$ cat config.mk
export PLATFORM = sky130hd
export DESIGN_NAME = lpfr_front
export DESIGN_NICKNAME = d
export VERILOG_FILES = /design/src/rtl/lpfr_pkg.sv /design/src/rtl/lpfr_front.sv
export SDC_FILE = /design/constraint.sdc
export NUM_CORES = 1
export LEC_CHECK = 0
export ABC_AREA = 0
export BUFFER_PORTS_ARGS = -buffer_cell sky130_fd_sc_hd__buf_4
export CORE_MARGIN = 2
export CORE_UTILIZATION = 49
export DETAILED_ROUTE_END_ITERATION = 8
export PLACE_DENSITY = 0.81
export SLEW_MARGIN = 20
export SYNTH_ARGS = -nofsm -noshare
export SYNTH_HDL_FRONTEND = slang
export SYNTH_SLANG_ARGS = --single-unit
$ cat constraint.sdc
create_clock -name clk -period 1.92 [get_ports clk]
set_input_delay 0.384 -clock clk [delete_from_list [all_inputs] [get_ports clk]]
set_output_delay 0.384 -clock clk [all_outputs]
set_load 0.01 [all_outputs]
$ cat src/rtl/lpfr_pkg.sv
// ----------------------------------------------------------------------------
// Frame ring package
// Shared sizes, types, codes and index arithmetic of the frame ring.
// ----------------------------------------------------------------------------
package lpfr_pkg;

    localparam int RING_BYTES = 262144;
    localparam int RING2      = 2 * RING_BYTES;
    localparam int IDX_W      = $clog2(RING2);
    localparam int AW         = $clog2(RING_BYTES);
    localparam int SUM_W      = (IDX_W > 16) ? IDX_W + 1 : 18;

    typedef logic [IDX_W-1:0] idx_t;
    typedef logic [AW-1:0]    addr_t;

    typedef struct packed {
        logic       opcode;
        logic [7:0] data_byte;
        logic       frame_end;
    } item_t;

    localparam logic [1:0] CFG_ENABLED = 2'd0;
    localparam logic [1:0] CFG_MIN_LEN = 2'd1;
    localparam logic [1:0] CFG_MAX_LEN = 2'd2;

    localparam logic OP_PUSH = 1'b0;
    localparam logic OP_POP  = 1'b1;

    localparam logic [2:0] ST_NONE    = 3'd0;
    localparam logic [2:0] ST_COMMIT  = 3'd1;
    localparam logic [2:0] ST_BAD_LEN = 3'd2;
    localparam logic [2:0] ST_NO_ROOM = 3'd3;
    localparam logic [2:0] ST_CORRUPT = 3'd4;

    function automatic idx_t idx_add(idx_t a, logic [12:0] n);
        logic [IDX_W:0] s;
        s = {1'b0, a} + (IDX_W+1)'(n);
        if (s >= (IDX_W+1)'(RING2))
            s = s - (IDX_W+1)'(RING2);
        return s[IDX_W-1:0];
    endfunction

    function automatic addr_t idx_pos(idx_t a);
        idx_t p;
        p = (a >= IDX_W'(RING_BYTES)) ? a - IDX_W'(RING_BYTES) : a;
        return p[AW-1:0];
    endfunction

endpackage

$ cat src/rtl/lpfr_front.sv
// ----------------------------------------------------------------------------
// Frame ring front end
// Takes command words and holds them in a two-entry queue for the back end.
// ----------------------------------------------------------------------------
module lpfr_front (
    input  logic           clk,
    input  logic           rst_n,
    input  logic           start,
    output logic           busy,
    input  lpfr_pkg::item_t item_in,
    output logic           item_valid,
    output lpfr_pkg::item_t item_out,
    input  logic           item_take
);
    import lpfr_pkg::*;

    item_t      slot_reg [2];
    logic       rd_ptr_reg;
    logic       wr_ptr_reg;
    logic [1:0] count_reg;
    logic       enq;
    logic       deq;

    assign busy       = (count_reg == 2'd2);
    assign enq        = start && !busy;
    assign item_valid = (count_reg != 2'd0);
    assign deq        = item_take && item_valid;
    assign item_out   = slot_reg[rd_ptr_reg];

    always_ff @(posedge clk)
    begin
        if (enq)
        begin
            slot_reg[wr_ptr_reg] <= item_in;
        end
    end

    always_ff @(posedge clk or negedge rst_n)
    begin
        if (!rst_n)
        begin
            rd_ptr_reg <= 1'b0;
            wr_ptr_reg <= 1'b0;
            count_reg  <= 2'd0;
        end
        else
        begin
            if (enq)
            begin
                wr_ptr_reg <= !wr_ptr_reg;
            end
            if (deq)
            begin
                rd_ptr_reg <= !rd_ptr_reg;
            end
            count_reg <= count_reg + {1'b0, enq} - {1'b0, deq};
        end
    end

endmodule

==> report_table.html, run 1 <==
<table>
<tr><th>Metric</th><th>Value</th></tr>
<tr><th colspan="2">Run status</th></tr>
<tr><td>Status</td><td>finished clean</td></tr>
<tr><th colspan="2">Power and ir drop</th></tr>
<tr><td>Clock share of power</td><td>0.126</td></tr>
<tr><td>Share of total power consumed by net switching</td><td>0.290</td></tr>
<tr><td>Static power due to leakage</td><td>0.481 nW</td></tr>
<tr><td>Peak supply drop</td><td>944 µV</td></tr>
<tr><td>Areal power density over the cells</td><td>1390 nW/µm²</td></tr>
<tr><td>Part of the total power dissipated in sequential elements</td><td>0.494</td></tr>
<tr><td>Total net switching power</td><td>0.000480 W</td></tr>
<tr><td>Internal</td><td>0.00118 W</td></tr>
<tr><td>Combinational share of power</td><td>0.380</td></tr>
<tr><td>Final total power</td><td>0.00166 W</td></tr>
<tr><th colspan="2">STA</th></tr>
<tr><td>Unrepaired setup endpoints after global routing</td><td>no</td></tr>
<tr><td>Fraction of the cycle the final worst path needs</td><td>0.904</td></tr>
<tr><td>Shortest clock period the worst path allows after layout</td><td>1.74 ns</td></tr>
<tr><td>Final total negative setup slack</td><td>0 ns</td></tr>
<tr><td>Final hold vios</td><td>0</td></tr>
<tr><td>Slew at the pin with the worst max-slew slack</td><td>0.464 ns</td></tr>
<tr><td>Worst hold slack across all endpoints</td><td>0.264 ns</td></tr>
<tr><td>Worst slew margin relative to its limit</td><td>0.691</td></tr>
<tr><td>Post-layout worst setup margin</td><td>0.185 ns</td></tr>
<tr><td>Setup skew after layout</td><td>0.00352 ns</td></tr>
<tr><td>Final-report max-slew violation count</td><td>0</td></tr>
<tr><td>Number of endpoints failing setup at the final stage</td><td>0</td></tr>
<tr><td>Maximum clock rate</td><td>576 MHz</td></tr>
<tr><th colspan="2">Detailed routing</th></tr>
<tr><td>Final ANT Viol Nets</td><td>0</td></tr>
<tr><td>Avg Vias per Cell</td><td>4.74</td></tr>
<tr><td>Vias</td><td>498</td></tr>
<tr><td>First-iteration detailed-routing DRC count</td><td>2</td></tr>
<tr><td>First-pass iteration count of the detailed router</td><td>3</td></tr>
<tr><td>DR WL/cell</td><td>12.8 µm</td></tr>
<tr><td>Wire length reported by the detailed router</td><td>1340 µm</td></tr>
<tr><td>Detailed-route DRC error count</td><td>0</td></tr>
<tr><th colspan="2">Setup path</th></tr>
<tr><td>FF-to-FF End</td><td>count_reg[1]$_DFF_PN0_</td></tr>
<tr><td>Critical path's largest stage delay</td><td>0.53 ns</td></tr>
<tr><td>Crit path cell chain</td><td>mux2_2 &gt; buf_4</td></tr>
<tr><td>Category of the worst setup path launch point</td><td>flop</td></tr>
<tr><td>Worst r2r src</td><td>count_reg[1]$_DFF_PN0_</td></tr>
<tr><td>Worst R2R Setup Slack</td><td>0.21 ns</td></tr>
<tr><td>CP delay by family, top</td><td>flip-flops</td></tr>
<tr><td>WP data arrival</td><td>1.35 ns</td></tr>
<tr><td>Logic depth of the worst register-to-register path</td><td>7</td></tr>
<tr><td>Buffer and inverter count on the worst path</td><td>1</td></tr>
<tr><td>Largest fanout of any net on the critical path</td><td>11</td></tr>
<tr><td>Path type of the worst setup path</td><td>reg -&gt; out</td></tr>
<tr><td>Required time of the worst setup path</td><td>1.54 ns</td></tr>
<tr><td>Worst-path cell with the longest stage delay</td><td>sky130_fd_sc_hd__dfrtp_2</td></tr>
<tr><td>Capturing element type of the critical path</td><td>output pin</td></tr>
<tr><th colspan="2">Final layout</th></tr>
<tr><td>Antenna diode instance count</td><td>0</td></tr>
<tr><td>Number of inserted filler cells in the final layout</td><td>127</td></tr>
<tr><td>Register Area</td><td>702 µm²</td></tr>
<tr><td>Total area of multi-input combinational cells</td><td>210 µm²</td></tr>
<tr><td>Area growth syn-to-layout</td><td>28.9%</td></tr>
<tr><td>Leading cell types in the layout, fill and taps excluded</td><td>sky130_fd_sc_hd__buf_4 (27), sky130_fd_sc_hd__edfxtp_1 (20), sky130_fd_sc_hd__mux2_2 (10)</td></tr>
<tr><td>Flip-flop count of the largest register after layout</td><td>20</td></tr>
<tr><td>Fraction of final layout cells with drive strength greater than 1</td><td>0.538</td></tr>
<tr><td>Final net count</td><td>97</td></tr>
<tr><td>Cell area after layout</td><td>1190 µm²</td></tr>
<tr><td>Most common cell after layout, fill and taps aside</td><td>sky130_fd_sc_hd__buf_4</td></tr>
<tr><th colspan="2">Hold path</th></tr>
<tr><td>Worst hold endpoint</td><td>slot_reg[1][6]$_DFFE_PP_</td></tr>
<tr><td>Hold Crit Start</td><td>item_in[6]</td></tr>
<tr><td>Hold Path Depth</td><td>1</td></tr>
<tr><td>Classification of the worst-slack hold path</td><td>in -&gt; reg</td></tr>
<tr><th colspan="2">Floorplanning</th></tr>
<tr><td>Initial Util</td><td>0.529</td></tr>
<tr><td>Die Area</td><td>2250 µm²</td></tr>
<tr><td>Core footprint</td><td>1750 µm²</td></tr>
<tr><td>Number of placement rows</td><td>15</td></tr>
<tr><td>I/O pin cnt</td><td>26</td></tr>
<tr><td>Die Height</td><td>47.4 µm</td></tr>
<tr><td>Horiz. Die Dim</td><td>47.4 µm</td></tr>
<tr><th colspan="2">Global routing</th></tr>
<tr><td>Global-route wire length before repair</td><td>1970 µm</td></tr>
<tr><td>Largest net degree at the start of global routing</td><td>14</td></tr>
<tr><td>Overall Global Routing Usage</td><td>0.133</td></tr>
<tr><td>Leftover overflow at the end of global routing</td><td>0</td></tr>
<tr><td>Antenna violations before repair</td><td>0</td></tr>
<tr><td>Vias in the first global route</td><td>496</td></tr>
<tr><th colspan="2">Yosys</th></tr>
<tr><td>Count of different cell masters after synthesis</td><td>14</td></tr>
<tr><td>Count of synthesis-stage warnings from yosys</td><td>0</td></tr>
<tr><td>Register bit total from synthesis</td><td>24</td></tr>
<tr><td>Mean instance size in the synthesized netlist</td><td>18.8 µm²</td></tr>
<tr><td>Mapped cell area</td><td>923 µm²</td></tr>
<tr><td>Post-synth net total</td><td>65</td></tr>
<tr><td>Cells after Synth</td><td>49</td></tr>
<tr><td>Sequential cell area fraction in the yosys report</td><td>0.759</td></tr>
<tr><th colspan="2">Clock network</th></tr>
<tr><td>Longest Clk Path Bufs</td><td>2</td></tr>
<tr><td>Clock transition time at the flip-flop clock pins of the worst setup and hold paths</td><td>0.11 ns</td></tr>
<tr><td>Clk sink count</td><td>24</td></tr>
<tr><td>Clock Latency Late Sink</td><td>0.29 ns</td></tr>
<tr><td>Deepest level of the CTS H-tree</td><td>1</td></tr>
<tr><td>CTS Root Buffer Type</td><td>sky130_fd_sc_hd__clkbuf_4</td></tr>
<tr><td>CTS tree</td><td>yes</td></tr>
<tr><td>Number of post-CTS setup repair buffers</td><td>0</td></tr>
<tr><td>Number of buffers added by the clock tree synthesis step</td><td>3</td></tr>
<tr><th colspan="2">Placement</th></tr>
<tr><td>Placed instance area</td><td>1150 µm²</td></tr>
<tr><td>Dpl ws</td><td>0.228 ns</td></tr>
<tr><td>Input/output buffers</td><td>25</td></tr>
<tr><td>GPL Wtd Cong</td><td>0.624</td></tr>
<tr><th colspan="2">Run</th></tr>
<tr><td>Max Cap Violations</td><td>0</td></tr>
</table>
synth_stat cells (all sizes together):
cell	n	share of area
and2	1	0.0095
and3	1	0.0068
buf	1	0.0054
dfrtp	4	0.11
edfxtp	20	0.65
ha	2	0.027
inv	2	0.0081
mux2	10	0.12
nand2	1	0.0041
nand2b	1	0.0068
nor2	1	0.0041
or2	1	0.0095
xnor2	3	0.028
xor2	1	0.0095
final cells by class:
type                       count  share of cell area
sequential                    24               0.590
tap                           25              0.0263
multi-input combinational     22               0.177
inverter                       2             0.00631
timing repair buffer          28               0.179
clock buffer                   4              0.0221
metal layers:
| metal | vias to the layer above | track usage | wire [µm] |
|---|---|---|---|
| li1 | 240 | - | - |
| met1 | 241 | 0.139 | 560 |
| met2 | 15 | 0.243 | 716 |
| met3 | 2 | 0.0340 | 51 |
| met4 | 0 | 0.0667 | 12 |
| met5 | - | 0 | 0 |
how the worst max path moves through the flow:
stage | startpoint | end | cells after the start
6_report | rd_ptr_reg$_DFFE_PN0P_ | item_out[1] | 2
3_3_place_gp | count_reg[1]$_DFF_PN0_ | count_reg[1]$_DFF_PN0_ | 7
5_1_grt | rd_ptr_reg$_DFFE_PN0P_ | item_out[3] | 2
4_1_cts | rd_ptr_reg$_DFFE_PN0P_ | item_out[1] | 2
2_1_floorplan | count_reg[1]$_DFF_PN0_ | count_reg[1]$_DFF_PN0_ | 7
3_5_place_dp | count_reg[1]$_DFF_PN0_ | count_reg[1]$_DFF_PN0_ | 7
repair_timing:
item	4_1_cts	5_1_grt
resized for setup	0	1
endpoints found under the hold margin	4	0
hold buffers	1	0
endpoints found under the setup margin	0	10
power groups by stage:
stage                     sequential [W]  clock [W]  combinational, W
final                           0.000819   0.000208          0.000629
after floorplan                 0.000775          0          0.000411
after global routing            0.000834   0.000237          0.000689
after CTS                       0.000820   0.000218          0.000640
after detailed placement        0.000831          0          0.000635
after global placement          0.000822          0          0.000617
logic make-up after synthesis:
group	share of synthesized area
AND/OR/NAND/NOR	0.0407
multiplexers	0.122
buffers and inverters	0.0135
adder cells (fa/ha/maj)	0.0271
flip-flops	0.759
XOR/XNOR	0.0379
per-stage QoR:
stage          instances   util
2_1_floorplan         49      -
3_3_place_gp         100  0.660
3_5_place_dp         100  0.660
4_1_cts              105  0.681
5_1_grt              105  0.682
6_report             105  0.682
Power figures use the tool's default switching activity.
==> run 2, diff against run 1 <==
- CORE_MARGIN: 2 -> 3
- CORE_UTILIZATION: 49 -> 52
- CTS_BUF_LIST: not set -> sky130_fd_sc_hd__clkbuf_8
- PLACE_DENSITY: 0.81 -> 0.85
==> run 2 against run 1 <==
  * Final cell count down 0.95%
  * Die area up 3.1%
  * Critical path depth unchanged
  * Combinational power about the same
  * Critical endpoint is now item_out[4]
==> report_table.html, run 2 (synthesis results as in run 1) <==
<table>
<tr><th>Metric</th><th>Value</th></tr>
<tr><th colspan="2">Run status</th></tr>
<tr><td>Status</td><td>finished clean (unchanged)</td></tr>
<tr><th colspan="2">Final layout</th></tr>
<tr><td>Leading cell types in the layout, fill and taps excluded</td><td>sky130_fd_sc_hd__buf_4 (27), sky130_fd_sc_hd__edfxtp_1 (20), sky130_fd_sc_hd__mux2_2 (10) (unchanged)</td></tr>
<tr><td>Number of inserted filler cells in the final layout</td><td>102 (was 127)</td></tr>
<tr><td>Area growth syn-to-layout</td><td>30.6% (was 28.9%)</td></tr>
<tr><td>Antenna diode instance count</td><td>0 (unchanged)</td></tr>
<tr><td>Most common cell after layout, fill and taps aside</td><td>sky130_fd_sc_hd__buf_4 (unchanged)</td></tr>
<tr><td>Fraction of final layout cells with drive strength greater than 1</td><td>0.525 (was 0.538)</td></tr>
<tr><td>Final core occ</td><td>0.757 (was 0.682)</td></tr>
<tr><td>Final net count</td><td>97 (unchanged)</td></tr>
<tr><td>Flip-flop count of the largest register after layout</td><td>20 (unchanged)</td></tr>
<tr><th colspan="2">STA</th></tr>
<tr><td>Slew at the pin with the worst max-slew slack</td><td>0.473 ns (was 0.464 ns)</td></tr>
<tr><td>Final total negative setup slack</td><td>0 ns (unchanged)</td></tr>
<tr><td>Worst slew margin relative to its limit</td><td>0.684 (was 0.691)</td></tr>
<tr><td>Setup skew after layout</td><td>0.00112 ns (was 0.00352 ns)</td></tr>
<tr><td>Unrepaired setup endpoints after global routing</td><td>no (unchanged)</td></tr>
<tr><td>Worst hold slack across all endpoints</td><td>0.304 ns (was 0.264 ns)</td></tr>
<tr><td>Post-layout worst setup margin</td><td>0.0960 ns (was 0.185 ns)</td></tr>
<tr><td>Fraction of the cycle the final worst path needs</td><td>0.950 (was 0.904)</td></tr>
<tr><td>Maximum clock rate</td><td>548 MHz (was 576 MHz)</td></tr>
<tr><td>Number of endpoints failing setup at the final stage</td><td>0 (unchanged)</td></tr>
<tr><td>Shortest clock period the worst path allows after layout</td><td>1.82 ns (was 1.74 ns)</td></tr>
<tr><td>Final-report max-slew violation count</td><td>0 (unchanged)</td></tr>
<tr><td>Final hold vios</td><td>0 (unchanged)</td></tr>
<tr><th colspan="2">Clock network</th></tr>
<tr><td>Clock Latency Late Sink</td><td>0.26 ns (was 0.29 ns)</td></tr>
<tr><td>Number of buffers added by the clock tree synthesis step</td><td>3 (unchanged)</td></tr>
<tr><td>Longest Clk Path Bufs</td><td>2 (unchanged)</td></tr>
<tr><td>CTS Root Buffer Type</td><td>sky130_fd_sc_hd__clkbuf_8 (was sky130_fd_sc_hd__clkbuf_4)</td></tr>
<tr><td>Number of resized instances in the post-cts repair step</td><td>0 (unchanged)</td></tr>
<tr><td>Number of post-CTS setup repair buffers</td><td>0 (unchanged)</td></tr>
<tr><td>Clock transition time at the flip-flop clock pins of the worst setup and hold paths</td><td>0.08 ns (was 0.11 ns)</td></tr>
<tr><td>Deepest level of the CTS H-tree</td><td>1 (unchanged)</td></tr>
<tr><td>Clk sink count</td><td>24 (unchanged)</td></tr>
<tr><td>CTS tree</td><td>yes (unchanged)</td></tr>
<tr><th colspan="2">Global routing</th></tr>
<tr><td>Leftover overflow at the end of global routing</td><td>0 (unchanged)</td></tr>
<tr><td>Antenna violations before repair</td><td>0 (unchanged)</td></tr>
<tr><td>Largest net degree at the start of global routing</td><td>14 (unchanged)</td></tr>
<tr><td>Vias in the first global route</td><td>536 (was 496)</td></tr>
<tr><td>Global-route wire length before repair</td><td>2240 µm (was 1970 µm)</td></tr>
<tr><td>Overall Global Routing Usage</td><td>0.155 (was 0.133)</td></tr>
<tr><th colspan="2">Setup path</th></tr>
<tr><td>WP data arrival</td><td>1.44 ns (was 1.35 ns)</td></tr>
<tr><td>Required time of the worst setup path</td><td>1.54 ns (about the same)</td></tr>
<tr><td>Largest fanout of any net on the critical path</td><td>11 (unchanged)</td></tr>
<tr><td>Category of the worst setup path launch point</td><td>flop (unchanged)</td></tr>
<tr><td>Capturing element type of the critical path</td><td>output pin (unchanged)</td></tr>
<tr><td>Crit path cell chain</td><td>mux2_2 &gt; buf_4 (unchanged)</td></tr>
<tr><td>Path type of the worst setup path</td><td>reg -&gt; out (unchanged)</td></tr>
<tr><td>Logic depth of the worst register-to-register path</td><td>7 (unchanged)</td></tr>
<tr><td>Worst-path cell with the longest stage delay</td><td>sky130_fd_sc_hd__dfrtp_1 (was sky130_fd_sc_hd__dfrtp_2)</td></tr>
<tr><td>Critical path's largest stage delay</td><td>0.64 ns (was 0.53 ns)</td></tr>
<tr><th colspan="2">Hold path</th></tr>
<tr><td>Hold Path Depth</td><td>1 (unchanged)</td></tr>
<tr><td>Classification of the worst-slack hold path</td><td>in -&gt; reg (unchanged)</td></tr>
<tr><th colspan="2">Detailed routing</th></tr>
<tr><td>Wire length reported by the detailed router</td><td>1480 µm (was 1340 µm)</td></tr>
<tr><td>First-iteration detailed-routing DRC count</td><td>7 (was 2)</td></tr>
<tr><td>First-pass iteration count of the detailed router</td><td>4 (was 3)</td></tr>
<tr><td>Detailed-route DRC error count</td><td>0 (unchanged)</td></tr>
<tr><td>Avg Vias per Cell</td><td>4.84 (was 4.74)</td></tr>
<tr><td>Final ANT Viol Nets</td><td>0 (unchanged)</td></tr>
<tr><td>Vias</td><td>503 (was 498)</td></tr>
<tr><td>DR WL/cell</td><td>14.2 µm (was 12.8 µm)</td></tr>
<tr><th colspan="2">Floorplanning</th></tr>
<tr><td>Initial Util</td><td>0.579 (was 0.529)</td></tr>
<tr><td>Die Height</td><td>48.1 µm (was 47.4 µm)</td></tr>
<tr><td>Core footprint</td><td>1590 µm² (was 1750 µm²)</td></tr>
<tr><td>Number of placement rows</td><td>14 (was 15)</td></tr>
<tr><td>Die Area</td><td>2320 µm² (was 2250 µm²)</td></tr>
<tr><td>I/O pin cnt</td><td>26 (unchanged)</td></tr>
<tr><td>Horiz. Die Dim</td><td>48.1 µm (was 47.4 µm)</td></tr>
<tr><th colspan="2">Placement</th></tr>
<tr><td>HPWL Detailed</td><td>1030 µm</td></tr>
<tr><td>GPL Wtd Cong</td><td>0.683 (was 0.624)</td></tr>
<tr><td>Input/output buffers</td><td>25 (unchanged)</td></tr>
<tr><td>Dpl ws</td><td>0.224 ns (was 0.228 ns)</td></tr>
<tr><th colspan="2">Power and ir drop</th></tr>
<tr><td>Peak supply drop</td><td>1030 µV (was 944 µV)</td></tr>
<tr><td>Static power due to leakage</td><td>0.490 nW (was 0.481 nW)</td></tr>
<tr><td>Areal power density over the cells</td><td>1440 nW/µm² (was 1390 nW/µm²)</td></tr>
<tr><th colspan="2">Run</th></tr>
<tr><td>Max Cap Violations</td><td>0 (unchanged)</td></tr>
</table>
-- run 2: final timing paths --
path	start	endpoint	slack, ns
max	rd_ptr_reg$_DFFE_PN0P_	item_out[4]	0.1
min	item_in[4]	slot_reg[0][4]$_DFFE_PP_	0.30
max reg2reg	count_reg[1]$_DFF_PN0_	count_reg[1]$_DFF_PN0_	0.20
min reg2reg	wr_ptr_reg$_DFFE_PN0N_	wr_ptr_reg$_DFFE_PN0N_	0.51
max in group asynchronous	rst_n	wr_ptr_reg$_DFFE_PN0N_	1.35
min in group asynchronous	rst_n	count_reg[1]$_DFF_PN0_	0.47
-- run 2: cell type report --
class,instances,area [µm²],share of cell area
clock buffers,3,41.3,0.0342
clock inverters,1,3.75,0.00311
inverters,2,7.51,0.00622
multi-input cells,22,210,0.174
flip-flops and latches,24,701,0.581
well taps,24,30.0,0.0249
repair buffers,28,213,0.176
-- run 2: critical path, delay by kind of cell, from the launching register on --
| family | cells | cell delay (ns) |
|---|---|---|
| multiplexers | 1 | 0.39 |
| flip-flops | 1 | 0.64 |
| buffers and inverters | 1 | 0.14 |
-- run 2: routing by layer --
layer	wire (µm)	GRT usage	up-vias
met5	0	0	-
met4	32	0.113	0
met3	91	0.0590	4
met2	773	0.255	16
met1	578	0.158	243
li1	-	-	240
-- run 2: metrics by stage --
stage	cells	area [µm²]	total power, W
2_1_floorplan	49	923	0.00119
3_3_place_gp	99	1150	0.00144
3_5_place_dp	99	1150	0.00146
4_1_cts	104	1210	0.00175
5_1_grt	104	1210	0.00184
6_report	104	1210	0.00174
-- run 2: timing repair --
item,4_1_cts,5_1_grt
endpoints found under the hold margin,4,0
setup endpoints to repair,0,0
hold buffers,1,0
-- run 2: power breakdown --
group / internal, W / switching, W / total, W / leakage, nW
registers: 0.000726 / 0.0000920 / 0.000818 / 0.232
logic: 0.000367 / 0.000261 / 0.000629 / 0.234
clock network: 0.000143 / 0.000146 / 0.000289 / 0.0231
==> run 3, diff against run 2 <==
- CORE_UTILIZATION: 52 -> 30
- PLACE_DENSITY: 0.85 -> 0.5
==> run 3 against run 2 <==
  * Global-route usage down 7.2 points
  * Flip-flop and latch count unchanged
  * Via count is the same
  * Non-clock buffer count down 1
  * Highest routed layer unchanged
  * Maximum frequency up 5.9%
  * First-iteration DRC count grew 140%
==> report_table.html, run 3 (synthesis results as in run 1) <==
<table>
<tr><th>Metric</th><th>Value</th></tr>
<tr><th colspan="2">Detailed routing</th></tr>
<tr><td>Avg Vias per Cell</td><td>4.57 (was 4.84)</td></tr>
<tr><td>Final ANT Viol Nets</td><td>0 (unchanged)</td></tr>
<tr><td>Vias</td><td>503 (unchanged)</td></tr>
<tr><td>Detailed-route DRC error count</td><td>0 (unchanged)</td></tr>
<tr><td>DR WL/cell</td><td>13.8 µm (was 14.2 µm)</td></tr>
<tr><td>Wire length reported by the detailed router</td><td>1510 µm (was 1480 µm)</td></tr>
<tr><td>First-pass iteration count of the detailed router</td><td>3 (was 4)</td></tr>
<tr><td>First-iteration detailed-routing DRC count</td><td>17 (was 7)</td></tr>
<tr><th colspan="2">Final layout</th></tr>
<tr><td>Most common cell after layout, fill and taps aside</td><td>sky130_fd_sc_hd__buf_4 (unchanged)</td></tr>
<tr><td>Antenna diode instance count</td><td>0 (unchanged)</td></tr>
<tr><td>Fraction of final layout cells with drive strength greater than 1</td><td>0.544 (was 0.525)</td></tr>
<tr><td>Final net count</td><td>96 (was 97)</td></tr>
<tr><td>Area growth syn-to-layout</td><td>33.7% (was 30.6%)</td></tr>
<tr><td>Leading cell types in the layout, fill and taps excluded</td><td>sky130_fd_sc_hd__buf_4 (26), sky130_fd_sc_hd__edfxtp_1 (20), sky130_fd_sc_hd__mux2_2 (10) (was sky130_fd_sc_hd__buf_4 (27), sky130_fd_sc_hd__edfxtp_1 (20), sky130_fd_sc_hd__mux2_2 (10))</td></tr>
<tr><td>Flip-flop count of the largest register after layout</td><td>20 (unchanged)</td></tr>
<tr><th colspan="2">Setup path</th></tr>
<tr><td>Logic depth of the worst path, buffers included</td><td>2 (unchanged)</td></tr>
<tr><td>Largest fanout of any net on the critical path</td><td>11 (unchanged)</td></tr>
<tr><td>WP data arrival</td><td>1.34 ns (was 1.44 ns)</td></tr>
<tr><td>Capturing element type of the critical path</td><td>output pin (unchanged)</td></tr>
<tr><td>Logic depth of the worst register-to-register path</td><td>7 (unchanged)</td></tr>
<tr><td>CP delay by family, top</td><td>flip-flops (unchanged)</td></tr>
<tr><td>Critical path's largest stage delay</td><td>0.55 ns (was 0.64 ns)</td></tr>
<tr><td>Path type of the worst setup path</td><td>reg -&gt; out (unchanged)</td></tr>
<tr><td>Crit path cell chain</td><td>mux2_2 &gt; buf_4 (unchanged)</td></tr>
<tr><td>Worst-path cell with the longest stage delay</td><td>sky130_fd_sc_hd__dfrtp_2 (was sky130_fd_sc_hd__dfrtp_1)</td></tr>
<tr><td>Required time of the worst setup path</td><td>1.54 ns (about the same)</td></tr>
<tr><td>Buffer and inverter count on the worst path</td><td>1 (unchanged)</td></tr>
<tr><td>Category of the worst setup path launch point</td><td>flop (unchanged)</td></tr>
<tr><th colspan="2">Clock network</th></tr>
<tr><td>Clk sink count</td><td>24 (unchanged)</td></tr>
<tr><td>Deepest level of the CTS H-tree</td><td>1 (unchanged)</td></tr>
<tr><td>Longest Clk Path Bufs</td><td>2 (unchanged)</td></tr>
<tr><td>CTS tree</td><td>yes (unchanged)</td></tr>
<tr><td>Clock transition time at the flip-flop clock pins of the worst setup and hold paths</td><td>0.09 ns (was 0.08 ns)</td></tr>
<tr><td>Number of buffers added by the clock tree synthesis step</td><td>3 (unchanged)</td></tr>
<tr><td>Clock Latency Late Sink</td><td>0.26 ns (about the same)</td></tr>
<tr><td>CTS Root Buffer Type</td><td>sky130_fd_sc_hd__clkbuf_8 (unchanged)</td></tr>
<tr><th colspan="2">STA</th></tr>
<tr><td>Slew at the pin with the worst max-slew slack</td><td>0.504 ns (was 0.473 ns)</td></tr>
<tr><td>Shortest clock period the worst path allows after layout</td><td>1.72 ns (was 1.82 ns)</td></tr>
<tr><td>Final-report max-slew violation count</td><td>0 (unchanged)</td></tr>
<tr><td>Worst slew margin relative to its limit</td><td>0.664 (was 0.684)</td></tr>
<tr><td>Fraction of the cycle the final worst path needs</td><td>0.897 (was 0.950)</td></tr>
<tr><td>Unrepaired setup endpoints after global routing</td><td>no (unchanged)</td></tr>
<tr><td>Setup skew after layout</td><td>0.00372 ns (was 0.00112 ns)</td></tr>
<tr><td>Final total negative setup slack</td><td>0 ns (unchanged)</td></tr>
<tr><td>Post-layout worst setup margin</td><td>0.198 ns (was 0.0960 ns)</td></tr>
<tr><td>Maximum clock rate</td><td>581 MHz (was 548 MHz)</td></tr>
<tr><td>Worst hold slack across all endpoints</td><td>0.300 ns (was 0.304 ns)</td></tr>
<tr><td>Final hold vios</td><td>0 (unchanged)</td></tr>
<tr><td>Number of endpoints failing setup at the final stage</td><td>0 (unchanged)</td></tr>
<tr><th colspan="2">Floorplanning</th></tr>
<tr><td>Core footprint</td><td>2850 µm² (was 1590 µm²)</td></tr>
<tr><td>Die Area</td><td>3780 µm² (was 2320 µm²)</td></tr>
<tr><td>Die Height</td><td>61.5 µm (was 48.1 µm)</td></tr>
<tr><td>Number of placement rows</td><td>19 (was 14)</td></tr>
<tr><td>Initial Util</td><td>0.324 (was 0.579)</td></tr>
<tr><td>I/O pin cnt</td><td>26 (unchanged)</td></tr>
<tr><td>Horiz. Die Dim</td><td>61.5 µm (was 48.1 µm)</td></tr>
<tr><th colspan="2">Power and ir drop</th></tr>
<tr><td>Peak supply drop</td><td>851 µV (was 1030 µV)</td></tr>
<tr><td>Static power due to leakage</td><td>0.496 nW (was 0.490 nW)</td></tr>
<tr><td>Areal power density over the cells</td><td>1520 nW/µm² (was 1440 nW/µm²)</td></tr>
<tr><th colspan="2">Placement</th></tr>
<tr><td>Dpl ws</td><td>0.251 ns (was 0.224 ns)</td></tr>
<tr><td>Input/output buffers</td><td>25 (unchanged)</td></tr>
<tr><td>GPL Wtd Cong</td><td>0.705 (was 0.683)</td></tr>
<tr><th colspan="2">Run status</th></tr>
<tr><td>Status</td><td>finished clean (unchanged)</td></tr>
<tr><th colspan="2">Global routing</th></tr>
<tr><td>Vias in the first global route</td><td>472 (was 536)</td></tr>
<tr><td>Overall Global Routing Usage</td><td>0.0829 (was 0.155)</td></tr>
<tr><td>Antenna violations before repair</td><td>0 (unchanged)</td></tr>
<tr><td>Leftover overflow at the end of global routing</td><td>0 (unchanged)</td></tr>
<tr><td>Global-route wire length before repair</td><td>2150 µm (was 2240 µm)</td></tr>
<tr><td>Largest net degree at the start of global routing</td><td>15 (was 14)</td></tr>
<tr><th colspan="2">Hold path</th></tr>
<tr><td>Hold Path Depth</td><td>1 (unchanged)</td></tr>
<tr><td>Classification of the worst-slack hold path</td><td>in -&gt; reg (unchanged)</td></tr>
<tr><th colspan="2">Run</th></tr>
<tr><td>Max Cap Violations</td><td>0 (unchanged)</td></tr>
</table>
-- run 3: changes by cell type in the layout (fill, tap and decap cells not counted), sizes merged --
cell	change
clkinv	-1
buf	-1
bufinv	+1
-- run 3: path summary, 6_finish.rpt --
kind,start,to,slack (ns)
min in group asynchronous,rst_n,wr_ptr_reg$_DFFE_PN0N_,0.44
min,item_in[3],slot_reg[0][3]$_DFFE_PP_,0.30
max in group asynchronous,rst_n,rd_ptr_reg$_DFFE_PN0P_,1.36
max,rd_ptr_reg$_DFFE_PN0P_,item_out[0],0.20
max reg2reg,count_reg[1]$_DFF_PN0_,count_reg[1]$_DFF_PN0_,0.24
min reg2reg,wr_ptr_reg$_DFFE_PN0N_,wr_ptr_reg$_DFFE_PN0N_,0.51
-- run 3: power by group --
| part | switching (W) | internal, W | leakage [nW] |
|---|---|---|---|
| Combinational | 0.000259 | 0.000358 | 0.229 |
| Clock | 0.000158 | 0.000278 | 0.0357 |
| Sequential | 0.0000935 | 0.000728 | 0.231 |
| Total | 0.000512 | 0.00136 | 0.496 |
-- run 3: per-layer routing --
metal	routed length (µm)	vias up	part of all wire	global-route usage
li1	-	240	-	-
met1	659	243	0.44	0.0950
met2	735	18	0.49	0.136
met3	109	2	0.072	0.0398
met4	9	0	0.0059	0.0273
met5	0	-	0	0
-- run 3: metrics by stage --
step | utilization | total power, W | std cells | area, µm²
after detailed placement | 0.404 | 0.00146 | 105 | 1150
after global routing | 0.433 | 0.00199 | 110 | 1230
after CTS | 0.432 | 0.00191 | 110 | 1230
final | 0.433 | 0.00188 | 110 | 1230
after global placement | 0.404 | 0.00146 | 105 | 1150
after floorplan | - | 0.00119 | 49 | 923
-- run 3: final cells by class --
cell class / instances / area, µm²
fill: 259 / 1620
inverter: 2 / 7.51
timing repair buffer: 27 / 205
multi-input combinational: 22 / 210
tap: 31 / 38.8
clock inverter: 1 / 30.0
sequential: 24 / 702
clock buffer: 3 / 41.3
-- run 3: what timing repair did --
action | CTS | global route
resized for setup | 0 | 1
hold buffers | 1 | 0
hold endpoints to repair | 4 | 0
buffers inserted | 0 | 0
endpoints found under the setup margin | 0 | 10
-- run 3: worst reg2reg max path, cell delays in order (launching register included) --
cell and delay [ns]:
sky130_fd_sc_hd__dfrtp_1 0.41, sky130_fd_sc_hd__or2_4 0.26, sky130_fd_sc_hd__and2_4 0.16, sky130_fd_sc_hd__ha_1 0.27
sky130_fd_sc_hd__inv_1 0.04, sky130_fd_sc_hd__ha_1 0.18, sky130_fd_sc_hd__xnor2_1 0.16, sky130_fd_sc_hd__xnor2_1 0.14
